<file path="config.mk">
export PLATFORM = sky130hd
export DESIGN_NAME = positional_list_engine
export DESIGN_NICKNAME = d
export VERILOG_FILES = /design/src/ple_pkg.sv /design/src/ple_datapath.sv /design/src/ple_ctrl.sv /design/src/positional_list_engine.sv
export SDC_FILE = /design/constraint.sdc
export NUM_CORES = 1
export LEC_CHECK = 0
export BUFFER_PORTS_ARGS = -buffer_cell sky130_fd_sc_hd__buf_2
export CELL_PAD_IN_SITES_DETAIL_PLACEMENT = 1
export CELL_PAD_IN_SITES_GLOBAL_PLACEMENT = 1
export CORE_MARGIN = 3
export CORE_UTILIZATION = 50
export DETAILED_ROUTE_END_ITERATION = 10
export PLACE_DENSITY = 0.8
export SYNTH_ARGS = -nofsm -noshare
export SYNTH_HDL_FRONTEND = slang
export SYNTH_SLANG_ARGS = --single-unit
</file>
<file path="constraint.sdc">
create_clock -name clk -period 21 [get_ports clk]
set_clock_uncertainty 0.05 [all_clocks]
set_input_delay 1.05 -clock clk [delete_from_list [all_inputs] [get_ports clk]]
set_output_delay 1.05 -clock clk [all_outputs]
set_load 0.02 [all_outputs]
</file>
<file path="src/ple_pkg.sv">
// Shared definitions for the positional list engine.
// Request codes, status codes, field widths and the controller/datapath link types.
// No dependencies.
`default_nettype none

package ple_pkg;

    localparam int CAPACITY_DEF = 16;
    localparam int VALUE_W      = 32;
    localparam int POS_W        = 8;
    localparam int FUNC_W       = 2;
    localparam int STATUS_W     = 2;

    localparam logic [FUNC_W-1:0] FUNC_INSERT  = 2'd0;
    localparam logic [FUNC_W-1:0] FUNC_EXTRACT = 2'd1;
    localparam logic [FUNC_W-1:0] FUNC_FIND    = 2'd2;
    localparam logic [FUNC_W-1:0] FUNC_READ    = 2'd3;

    localparam logic [STATUS_W-1:0] ST_OK            = 2'd0;
    localparam logic [STATUS_W-1:0] ST_FULL          = 2'd1;
    localparam logic [STATUS_W-1:0] ST_EMPTY_OR_MISS = 2'd2;
    localparam logic [STATUS_W-1:0] ST_RANGE         = 2'd3;

    // controller -> datapath
    typedef struct packed {
        logic latch;    // capture the request fields, clear the scan index
        logic step;     // advance the scan index
        logic finish;   // apply the operation and load the result register
    } cmd_t;

    // datapath -> controller
    typedef struct packed {
        logic is_find;
        logic scan_done;
    } sts_t;

endpackage

`default_nettype wire

</file>
<file path="src/ple_datapath.sv">
// Datapath of the positional list engine: list cells, count, scan index, result registers.
// Depends on ple_pkg.
`default_nettype none

module ple_datapath #(
    parameter int CAPACITY = ple_pkg::CAPACITY_DEF
) (
    input  wire                                  clk,
    input  wire                                  rst_n,
    input  wire ple_pkg::cmd_t                   cmd,
    output ple_pkg::sts_t                        sts,
    input  wire        [ple_pkg::FUNC_W-1:0]     func,
    input  wire signed [ple_pkg::VALUE_W-1:0]    item_value,
    input  wire        [ple_pkg::POS_W-1:0]      item_position,
    output logic signed [ple_pkg::VALUE_W-1:0]   result_value,
    output logic       [ple_pkg::POS_W-1:0]      found_index,
    output logic       [ple_pkg::STATUS_W-1:0]   status,
    output logic       [ple_pkg::POS_W-1:0]      entry_count
);

    localparam int CNT_W = $clog2(CAPACITY + 1);
    localparam int IDX_W = $clog2(CAPACITY);
    localparam int PW    = ple_pkg::POS_W;
    localparam int VW    = ple_pkg::VALUE_W;

    logic [ple_pkg::FUNC_W-1:0] func_reg;
    logic signed [VW-1:0]       value_reg;
    logic [PW-1:0]              pos_reg;
    logic [CNT_W-1:0]           count_reg;
    logic [CNT_W-1:0]           count_next;
    logic [CNT_W-1:0]           idx_reg;
    logic signed [VW-1:0]       cells_reg [CAPACITY];

    logic [PW-1:0]    count_ext;
    logic [PW-1:0]    ins_pos;
    logic [PW-1:0]    ext_pos;
    logic [IDX_W-1:0] rd_addr;
    logic signed [VW-1:0] cell_rd;
    logic             is_insert;
    logic             is_extract;
    logic             is_find;
    logic             full;
    logic             empty;
    logic             in_range;
    logic             rd_ok;
    logic             do_insert;
    logic             do_extract;

    assign count_ext  = PW'(count_reg);
    assign is_insert  = func_reg == ple_pkg::FUNC_INSERT;
    assign is_extract = func_reg == ple_pkg::FUNC_EXTRACT;
    assign is_find    = func_reg == ple_pkg::FUNC_FIND;
    assign full       = count_reg == CNT_W'(CAPACITY);
    assign empty      = count_reg == '0;
    assign in_range   = idx_reg < count_reg;
    assign rd_ok      = pos_reg < count_ext;
    assign do_insert  = cmd.finish && is_insert && !full;
    assign do_extract = cmd.finish && is_extract && !empty;

    // positions at or past the count fall back to the tail
    assign ins_pos = (pos_reg > count_ext) ? count_ext : pos_reg;
    assign ext_pos = rd_ok ? pos_reg : count_ext - PW'(1);

    // single read port: scan index for find, request position otherwise
    assign rd_addr = is_find ? idx_reg[IDX_W-1:0] : ext_pos[IDX_W-1:0];
    assign cell_rd = cells_reg[rd_addr];

    assign sts.is_find   = is_find;
    assign sts.scan_done = !in_range || (cell_rd == value_reg);

    always_comb
    begin
        count_next = count_reg;
        if (do_insert)
        begin
            count_next = count_reg + CNT_W'(1);
        end
        else if (do_extract)
        begin
            count_next = count_reg - CNT_W'(1);
        end
    end

    // cell chain: cells from the position on shift toward or away from the tail together
    for (genvar i = 0; i < CAPACITY; i++)
    begin : g_cell
        always_ff @(posedge clk)
        begin
            if (do_insert)
            begin
                if (PW'(i) == ins_pos)
                begin
                    cells_reg[i] <= value_reg;
                end
                else if (i > 0 && PW'(i) > ins_pos && PW'(i) <= count_ext)
                begin
                    cells_reg[i] <= cells_reg[(i > 0) ? i - 1 : 0];
                end
            end
            else if (do_extract)
            begin
                if (i < CAPACITY - 1 && PW'(i) >= ext_pos && PW'(i + 1) < count_ext)
                begin
                    cells_reg[i] <= cells_reg[(i < CAPACITY - 1) ? i + 1 : i];
                end
            end
        end
    end

    always_ff @(posedge clk or negedge rst_n)
    begin
        if (!rst_n)
        begin
            count_reg <= '0;
            idx_reg   <= '0;
        end
        else
        begin
            count_reg <= count_next;
            if (cmd.latch)
            begin
                idx_reg <= '0;
            end
            else if (cmd.step)
            begin
                idx_reg <= idx_reg + CNT_W'(1);
            end
        end
    end

    always_ff @(posedge clk)
    begin
        if (cmd.latch)
        begin
            func_reg  <= func;
            value_reg <= item_value;
            pos_reg   <= item_position;
        end
    end

    always_ff @(posedge clk)
    begin
        if (cmd.finish)
        begin
            result_value <= '0;
            found_index  <= '0;
            status       <= ple_pkg::ST_OK;
            entry_count  <= PW'(count_next);
            case (func_reg)
                ple_pkg::FUNC_INSERT:
                begin
                    if (full)
                    begin
                        status <= ple_pkg::ST_FULL;
                    end
                end
                ple_pkg::FUNC_EXTRACT:
                begin
                    if (empty)
                    begin
                        status <= ple_pkg::ST_EMPTY_OR_MISS;
                    end
                    else
                    begin
                        result_value <= cell_rd;
                    end
                end
                ple_pkg::FUNC_FIND:
                begin
                    // scan stops on the first match, so a hit is an index below the count
                    if (in_range)
                    begin
                        found_index <= PW'(idx_reg);
                    end
                    else
                    begin
                        status <= ple_pkg::ST_EMPTY_OR_MISS;
                    end
                end
                default:
                begin
                    if (rd_ok)
                    begin
                        result_value <= cell_rd;
                    end
                    else
                    begin
                        status       <= ple_pkg::ST_RANGE;
                        result_value <= '1;
                    end
                end
            endcase
        end
    end

endmodule

`default_nettype wire

</file>
<file path="src/ple_ctrl.sv">
// Controller of the positional list engine: request/result handshakes and the find scan.
// Depends on ple_pkg.
`default_nettype none

module ple_ctrl (
    input  wire                 clk,
    input  wire                 rst_n,
    input  wire                 req_valid,
    output logic                req_stall,
    output logic                rsp_valid,
    input  wire                 rsp_stall,
    input  wire ple_pkg::sts_t  sts,
    output ple_pkg::cmd_t       cmd
);

    localparam logic S_IDLE = 1'b0;
    localparam logic S_WORK = 1'b1;

    logic state_reg;
    logic state_next;
    logic out_valid_reg;
    logic out_valid_next;
    logic slot_free;
    logic ready_to_finish;

    // result register is free when empty or being taken this cycle
    assign slot_free       = !out_valid_reg || !rsp_stall;
    assign ready_to_finish = !sts.is_find || sts.scan_done;

    assign req_stall = state_reg != S_IDLE;
    assign rsp_valid = out_valid_reg;

    always_comb
    begin
        state_next     = state_reg;
        out_valid_next = out_valid_reg && rsp_stall;
        cmd            = '0;
        case (state_reg)
            S_IDLE:
            begin
                if (req_valid)
                begin
                    cmd.latch  = 1'b1;
                    state_next = S_WORK;
                end
            end
            S_WORK:
            begin
                if (!ready_to_finish)
                begin
                    cmd.step = 1'b1;
                end
                else if (slot_free)
                begin
                    cmd.finish     = 1'b1;
                    out_valid_next = 1'b1;
                    state_next     = S_IDLE;
                end
            end
            default:
            begin
                state_next = S_IDLE;
            end
        endcase
    end

    always_ff @(posedge clk or negedge rst_n)
    begin
        if (!rst_n)
        begin
            state_reg     <= S_IDLE;
            out_valid_reg <= 1'b0;
        end
        else
        begin
            state_reg     <= state_next;
            out_valid_reg <= out_valid_next;
        end
    end

endmodule

`default_nettype wire

</file>
<file path="src/positional_list_engine.sv">
// Positional list engine: bounded ordered list with insert, extract, find and read.
// Usage:
//   Request channel (req_valid/req_stall) carries func, item_value, item_position;
//   a transfer happens on a clock edge with req_valid high and req_stall low.
//   Result channel (rsp_valid/rsp_stall) carries result_value, found_index, status
//   and entry_count; exactly one result per request, in request order.
//   Insert, extract and read: the request fields are latched on the transfer, the
//   result register is loaded from the work state, and then the next request is taken.
//   Find: the datapath compares one cell per cycle from position 0 through the
//   single cell read port until a match or the entry count (a miss); the result
//   is then loaded and the next request taken as for the other requests.
//   One request is in flight at a time; the result register lets the next
//   request be taken while a result is still waiting on a stalled receiver.
//   If the receiver stalls, the result holds and the block stops after one more
//   request, waiting to load its result.
//   Reset (rst_n, asynchronous, active low) empties the list; cell contents are
//   not cleared and are never read before being written.
// Depends on ple_pkg, ple_ctrl, ple_datapath.
`default_nettype none

module positional_list_engine #(
    parameter int CAPACITY = ple_pkg::CAPACITY_DEF
) (
    input  wire                                 clk,
    input  wire                                 rst_n,
    input  wire                                 req_valid,
    output logic                                req_stall,
    input  wire        [ple_pkg::FUNC_W-1:0]    func,
    input  wire signed [ple_pkg::VALUE_W-1:0]   item_value,
    input  wire        [ple_pkg::POS_W-1:0]     item_position,
    output logic                                rsp_valid,
    input  wire                                 rsp_stall,
    output logic signed [ple_pkg::VALUE_W-1:0]  result_value,
    output logic       [ple_pkg::POS_W-1:0]     found_index,
    output logic       [ple_pkg::STATUS_W-1:0]  status,
    output logic       [ple_pkg::POS_W-1:0]     entry_count
);

    ple_pkg::cmd_t cmd;
    ple_pkg::sts_t sts;

    ple_ctrl u_ctrl (
        .clk       (clk),
        .rst_n     (rst_n),
        .req_valid (req_valid),
        .req_stall (req_stall),
        .rsp_valid (rsp_valid),
        .rsp_stall (rsp_stall),
        .sts       (sts),
        .cmd       (cmd)
    );

    ple_datapath #(
        .CAPACITY (CAPACITY)
    ) u_datapath (
        .clk           (clk),
        .rst_n         (rst_n),
        .cmd           (cmd),
        .sts           (sts),
        .func          (func),
        .item_value    (item_value),
        .item_position (item_position),
        .result_value  (result_value),
        .found_index   (found_index),
        .status        (status),
        .entry_count   (entry_count)
    );

    // one request in flight: a request transfer is followed by a stalled cycle
    a_one_in_flight: assert property (@(posedge clk) disable iff (!rst_n)
        req_valid && !req_stall |=> req_stall)
        else $error("request taken while another is in flight");

    a_count_bound: assert property (@(posedge clk) disable iff (!rst_n)
        rsp_valid |-> entry_count <= ple_pkg::POS_W'(CAPACITY))
        else $error("entry count above capacity");

    a_full_count: assert property (@(posedge clk) disable iff (!rst_n)
        rsp_valid && status == ple_pkg::ST_FULL |-> entry_count == ple_pkg::POS_W'(CAPACITY))
        else $error("full status with list not full");

    a_range_value: assert property (@(posedge clk) disable iff (!rst_n)
        rsp_valid && status == ple_pkg::ST_RANGE |-> result_value == -32'sd1)
        else $error("out-of-range read without all-ones value");

endmodule

`default_nettype wire

</file>
==> results.cfg, run 1 <==
[outcome]
status = finished clean

[cells_and_area]
regArea_um2 = 18300
multi_input_area_um2 = 16300
stdcell_count = 4254
nets = 3322
area_growth_pct = 9.57
fin_util_pct = 55.5
layout-drive-gt1-share_pct = 12.5
largest_reg_flops = 512
n_fill_cell = 7388

[sta]
maxSlewHeadroom_pct = 22.0
hold_viol_final = 0
worstMarginPinSlew_ps = 1140
fin_ws_ps = 12750
tns_ps = 0
fmax_mhz = 121
finalMaxSlewViolations = 0
period_needed_ps = 8250
rsz0062_at_grt = no
setup_viol = 0
timing.final.crit_share_pct = 39.3
fin_hold_ws_ps = 228

[floorplan]
ios = 98
die_w_um = 273
coreArea_um2 = 70400
row_count = 97
die_y_um = 273
floorplan.initialDensity_pct = 50.7
dieArea_um2 = 74600

[clock_network]
post-cts-setup-buffer-count = 0
hold_buffers = 0
cts.reportedPaths.clkPinSlew_ps = 70
insertion_delay_ps = 650
clock-sinks = 610
cts_resized = 0
cts_max_level = 3
clock-root-buffer = clkbuf_16
cts_max_path_buffers = 3
cts_tree = built
cts_buffers = 71

[setup_path]
path_class = reg -> reg
cp_cell_sequence = clkinv_1 -> ha_1 -> and3_1 -> o21a_1 -> o31a_4 -> nor3_4 -> buf_4 -> buf_4 -> or2_2 -> o22ai_1 -> nor4_1 -> xor2_1 -> nand4_1 -> nor4_2 -> a31oi_1 -> nor2_4 -> buf_4
crit_arrival_ps = 8470
regToRegSetupSlack_ps = 12750
max_stage_delay_ps = 750
r2r_end = u_datapath.result_value[24]$_DFFE_PN_
start_kind = register
worstPathMaxFanout = 59
cp-end-kind = register
path_common_cell = buf_4
worstPathRequired_ps = 21220
path_delay_family = buffers and inverters
reg2reg_depth = 17
cp.buffers_inverters = 4
cp_slowest_cell = buf_4
regToRegStartpoint = u_datapath.count_reg[4]$_DFF_PN0_

[place]
dp_hpwl_um = 81300
io_buffers = 91
dp_cells = 4128
gp_congestion = 0.908
post-place-ws_ps = 13070

[synthesis]
synth-seq-cells = 610
synth_area_leaders = edfxtp_1, mux2i_1, o21ai_0
avgSynthCellArea_um2 = 10.7
synthArstFlopShare_pct = 1.97
netlist_instances = 3349
yosysTopAreaCellShare_pct = 50.3
synth_area_um2 = 35700
synth_cell_types = 81
yosysWarnings = 0
synth_edf_count = 598
yosys_most_used_dff = edfxtp_1
synth_common_cells = edfxtp_1, mux2i_1, nand2_1
ys_seq_area_share_pct = 51.2
synthMostInstantiatedCell = edfxtp_1
synth_area_leader_cell = edfxtp_1

[detailed_routing]
routedWlPerCell_um = 34.3
vias = 30600
drt_pass1_iterations = 6
initialDrtViolationCount = 4524
viasPerCell = 7.19
drc = 0
route.antenna.remaining_nets = 0
postRouteWirelength_um = 146000

[grt]
antenna_found_initial = 2
grt_pass1_wl_um = 213000
grt_use_total_pct = 38.6
grt_overflow_total = 0
grt_max_degree = 148
first_global_vias = 31500

[pwr]
p_leak_uw = 0.0137
clkPwrFrac_pct = 21.9
peakVddDrop_mv = 0.167
p_per_area_nw_per_um2 = 146
internal_power_uw = 3150
netSwitchingFraction_pct = 44.7
p_seq_share_pct = 33.6
power.switching_uw = 2550
combinationalPowerShare_pct = 44.4

[flow_run]
maxCapViolCount = 0

[min_path]
hold_path.class = in -> async
-- layer usage --
metal / track usage (%) / wire length [µm]
met5: 0.197 / 0
met4: 23.0 / 9940
met3: 9.07 / 17400
met2: 58.6 / 63800
met1: 50.4 / 54700
-- worst max-delay path by stage --
stage	start	to	slack, ps	cells after the start
after floorplan	u_datapath.count_reg[4]$_DFF_PN0_	u_datapath.cells_reg[14][0]$_DFFE_PP_	13390	11
after global placement	u_datapath.count_reg[4]$_DFF_PN0_	u_datapath.result_value[20]$_DFFE_PN_	13300	17
after detailed placement	u_datapath.count_reg[4]$_DFF_PN0_	u_datapath.result_value[20]$_DFFE_PN_	13070	17
after CTS	u_datapath.count_reg[4]$_DFF_PN0_	u_datapath.result_value[28]$_DFFE_PN_	13050	17
after global routing	u_datapath.count_reg[4]$_DFF_PN0_	u_datapath.result_value[28]$_DFFE_PN_	12450	17
final	u_datapath.count_reg[4]$_DFF_PN0_	u_datapath.result_value[24]$_DFFE_PN_	12750	17
-- logic make-up (layout without fill, tap and decap cells) --
kind of cell,after synthesis,count (layout),synth area share [%]
DFF,610,610,51.2
xor gates and xnor gates,39,39,0.957
other,1,8,0.0105
AOI/OAI and AO/OA,831,831,14.3
adders and majority gates,15,15,0.526
and+or+nand+nor,848,848,10.2
muxes,646,646,18.4
buffers and inverters,359,317,4.45
-- per-stage QoR --
step	instance area (µm²)	power [µW]
5_1_grt	39100	5860
3_5_place_dp	36800	4340
4_1_cts	39100	5600
6_report	39100	5710
3_3_place_gp	36800	4250
2_1_floorplan	35700	3390
-- placed cells by master (no fill, tap or decap), types with 11 or more instances in the layout --
cell,count
a211o_1,11
a211oi_1,48
a21oi_1,148
a221oi_1,30
a311oi_1,16
and3_1,38
buf_2,91
buf_4,79
clkbuf_1,15
clkbuf_16,72
clkinv_2,14
dfrtp_1,12
edfxtp_1,598
ha_1,15
inv_1,21
mux2_2,69
mux2i_1,577
nand2_1,496
nand3_1,22
nand4_1,40
nor2_1,161
nor4_1,17
o211ai_1,12
o21ai_0,390
o22ai_1,35
o31a_1,21
o31ai_1,20
xnor2_1,16
xor2_1,23
-- power by group through the flow --
stage	logic [µW]	clock network, µW	registers (µW)
after CTS	2450	1250	1900
after global placement	2350	0	1910
after floorplan	1540	0	1850
after global routing	2630	1300	1930
after detailed placement	2420	0	1920
final	2540	1250	1920
-- final cells by class --
cell class,instances,share of cell area [%]
sequential,610,46.7
clock inverter,36,0.960
inverter,22,0.211
multi-input combinational,2385,41.6
tap,940,3.01
clock buffer,88,4.79
antenna,2,0.0128
timing repair buffer,171,2.73
Note: power is estimated with default switching activity, not from simulation.
==> run 2: changes to the inputs <==
--- a/config.mk
+++ b/config.mk
@@ -9,9 +9,9 @@
 export CELL_PAD_IN_SITES_DETAIL_PLACEMENT = 1
 export CELL_PAD_IN_SITES_GLOBAL_PLACEMENT = 1
 export CORE_MARGIN = 3
-export CORE_UTILIZATION = 50
+export CORE_UTILIZATION = 46
 export DETAILED_ROUTE_END_ITERATION = 10
-export PLACE_DENSITY = 0.8
+export PLACE_DENSITY = 0.78
 export SYNTH_ARGS = -nofsm -noshare
 export SYNTH_HDL_FRONTEND = slang
 export SYNTH_SLANG_ARGS = --single-unit
==> constraint.sdc (replaced) <==
create_clock -name clk -period 7.04 [get_ports clk]
set_clock_uncertainty 0.05 [all_clocks]
set_input_delay 0.352 -clock clk [delete_from_list [all_inputs] [get_ports clk]]
set_output_delay 0.352 -clock clk [all_outputs]
set_load 0.02 [all_outputs]
==> run 2 against run 1 <==
Against the previous run:
- wire length up 3.7%
- clock power rose to 2.9 times the previous value
- register-to-register slack worse by 12000 ps
- worst setup slack got worse by 12000 ps
- clock-buffer cell count increased by 7
- combinational power grew to 3.1 times the previous value
- critical path type unchanged
- hold slack got worse by 220 ps
- final cell count is 4.2% higher
- critical path depth fell by 2
==> results.cfg, run 2 (synthesis gave the netlist of run 1 again) <==
[detailed_routing]
routedWlPerCell_um = 34.1
initialDrtViolationCount = 4054
drc = 0
route.antenna.remaining_nets = 0
postRouteWirelength_um = 151000
viasPerCell = 6.94
vias = 30700
drt_pass1_iterations = 5

[pwr]
netSwitchingFraction_pct = 44.9
clkPwrFrac_pct = 21.3
combinationalPowerShare_pct = 45.5
p_leak_uw = 0.0141
internal_power_uw = 9500
peakVddDrop_mv = 0.351
power.switching_uw = 7740
p_seq_share_pct = 33.2
p_per_area_nw_per_um2 = 429

[grt]
first_global_vias = 31800
grt_pass1_wl_um = 218000
grt_overflow_total = 0
antenna_found_initial = 1
grt_max_degree = 92
grt_use_total_pct = 36.5

[sta]
rsz0062_at_grt = no
worstMarginPinSlew_ps = 1100
period_needed_ps = 6690
fmax_mhz = 149
finalMaxSlewViolations = 0
setup_viol = 0
hold_viol_final = 0
timing.final.crit_share_pct = 95.0
maxSlewHeadroom_pct = 24.6
tns_ps = 0

[setup_path]
setup.worst_path.start = u_datapath.count_reg[2]$_DFF_PN0_
cp_cell_sequence = inv_1 -> ha_1 -> and3_1 -> o21a_1 -> o31a_4 -> nor3_4 -> or2_2 -> o22ai_1 -> nor4_1 -> xnor2_1 -> nor4_1 -> a31oi_1 -> buf_4 -> and4b_1 -> a211o_1
cp-end-kind = register
worstPathRequired_ps = 7510
max_stage_delay_ps = 900
worstPathMaxFanout = 16
start_kind = register
regToRegStartpoint = u_datapath.count_reg[2]$_DFF_PN0_
path_class = reg -> reg
crit_arrival_ps = 7160
path_common_cell = nor4_1
cp_slowest_cell = nor4_1

[floorplan]
die_y_um = 284
dieArea_um2 = 80900
row_count = 101
ios = 98
floorplan.initialDensity_pct = 46.7
coreArea_um2 = 76300
die_w_um = 284

[cells_and_area]
layout-drive-gt1-share_pct = 13.4
n_fill_cell = 8181
final_common_cell = edfxtp_1
area_growth_pct = 12.5
stdcell_count = 4433
fin_util_pct = 52.6
largest_reg_flops = 512
nets = 3409
layout_common_cells = edfxtp_1, mux2i_1, nand2_1, o21ai_0, nor2_1
n_antenna_cell = 0

[clock_network]
post-cts-setup-buffer-count = 0
cts_max_path_buffers = 3
clock-root-buffer = clkbuf_16
cts_resized = 0
cts.reportedPaths.clkPinSlew_ps = 70
cts_buffers = 72
cts_max_level = 3
cts_tree = built
insertion_delay_ps = 650
clock-sinks = 610

[place]
io_buffers = 91
gp_congestion = 0.954
dp_hpwl_um = 92700
dp_cells = 4261

[min_path]
hold_path.class = in -> reg
hp-start = rsp_stall

[flow_run]
maxCapViolCount = 0

[outcome]
status = finished clean
## run 2: cell types whose count changed in the layout (fill, tap and decap cells not counted), sizes merged
cell / previous run / this run
clkinv: 26 / 25
bufinv: 6 / 3
inv: 26 / 27
diode: 2 / 0
clkbuf: 88 / 95
dlygate4sd3: 0 / 43
clkinvlp: 0 / 1
buf: 171 / 214
## run 2: per-stage QoR
stage	power [µW]	instance area, µm²	hold WS, ps	setup WS (ps)
3_5_place_dp	13200	37500	226	707
4_1_cts	16900	40100	3.74	629
3_3_place_gp	13000	37500	224	868
5_1_grt	17700	40100	7.72	215
6_report	17200	40100	10.4	349
2_1_floorplan	10100	35700	6.41	297
## run 2: power groups by stage
stage                     logic [µW]  registers [µW]  clock network (µW)
after floorplan                 4610            5520                   0
after global placement          7270            5700                   0
after global routing            8140            5760                3810
final                           7850            5720                3670
after detailed placement        7490            5740                   0
after CTS                       7580            5680                3680
## run 2: final timing paths
check                                                          to  slack (ps)  depth (start not counted)
min in group asynchronous              u_ctrl.rsp_valid$_DFF_PN0_         110                          2
max                             u_datapath.idx_reg[2]$_DFFE_PN0P_         350                         15
max in group asynchronous       u_datapath.idx_reg[2]$_DFFE_PN0P_        6560                          2
min reg2reg                u_datapath.cells_reg[10][17]$_DFFE_PP_         530                          2
min                                    u_ctrl.rsp_valid$_DFF_PN0_          10                          3
max reg2reg                     u_datapath.idx_reg[2]$_DFFE_PN0P_         350                         15
## run 2: cell type report
| type | count | area, µm² | share of cell area (%) |
|---|---|---|---|
| flip-flops and latches | 610 | 18300 | 45.5 |
| repair buffers | 257 | 2060 | 5.13 |
| well taps | 1030 | 1290 | 3.21 |
| clock buffers | 95 | 1920 | 4.78 |
| multi-input cells | 2385 | 16300 | 40.5 |
| inverters | 22 | 82.6 | 0.206 |
| clock inverters | 34 | 287 | 0.714 |
## run 2: per-layer routing
layer	GRT usage (%)	wire length (µm)
met1	46.5	56300
met2	56.9	67700
met4	23.0	11100
met5	0	13
met3	7.85	15900
## run 2: what timing repair did
item,in CTS,in global routing
hold endpoints to repair,54,0
setup endpoints to repair,0,0
hold buffers,43,0
## run 2: worst max-delay path: cells and delay by family, from the launching register on
kind	cells	cell delay, ps
AND/OR/NAND/NOR	6	3230
AO/OA/AOI/OAI	5	1370
flip-flops	1	670
buffers and inverters	2	530
adder cells (fa/ha/maj)	1	350
XOR/XNOR	1	340
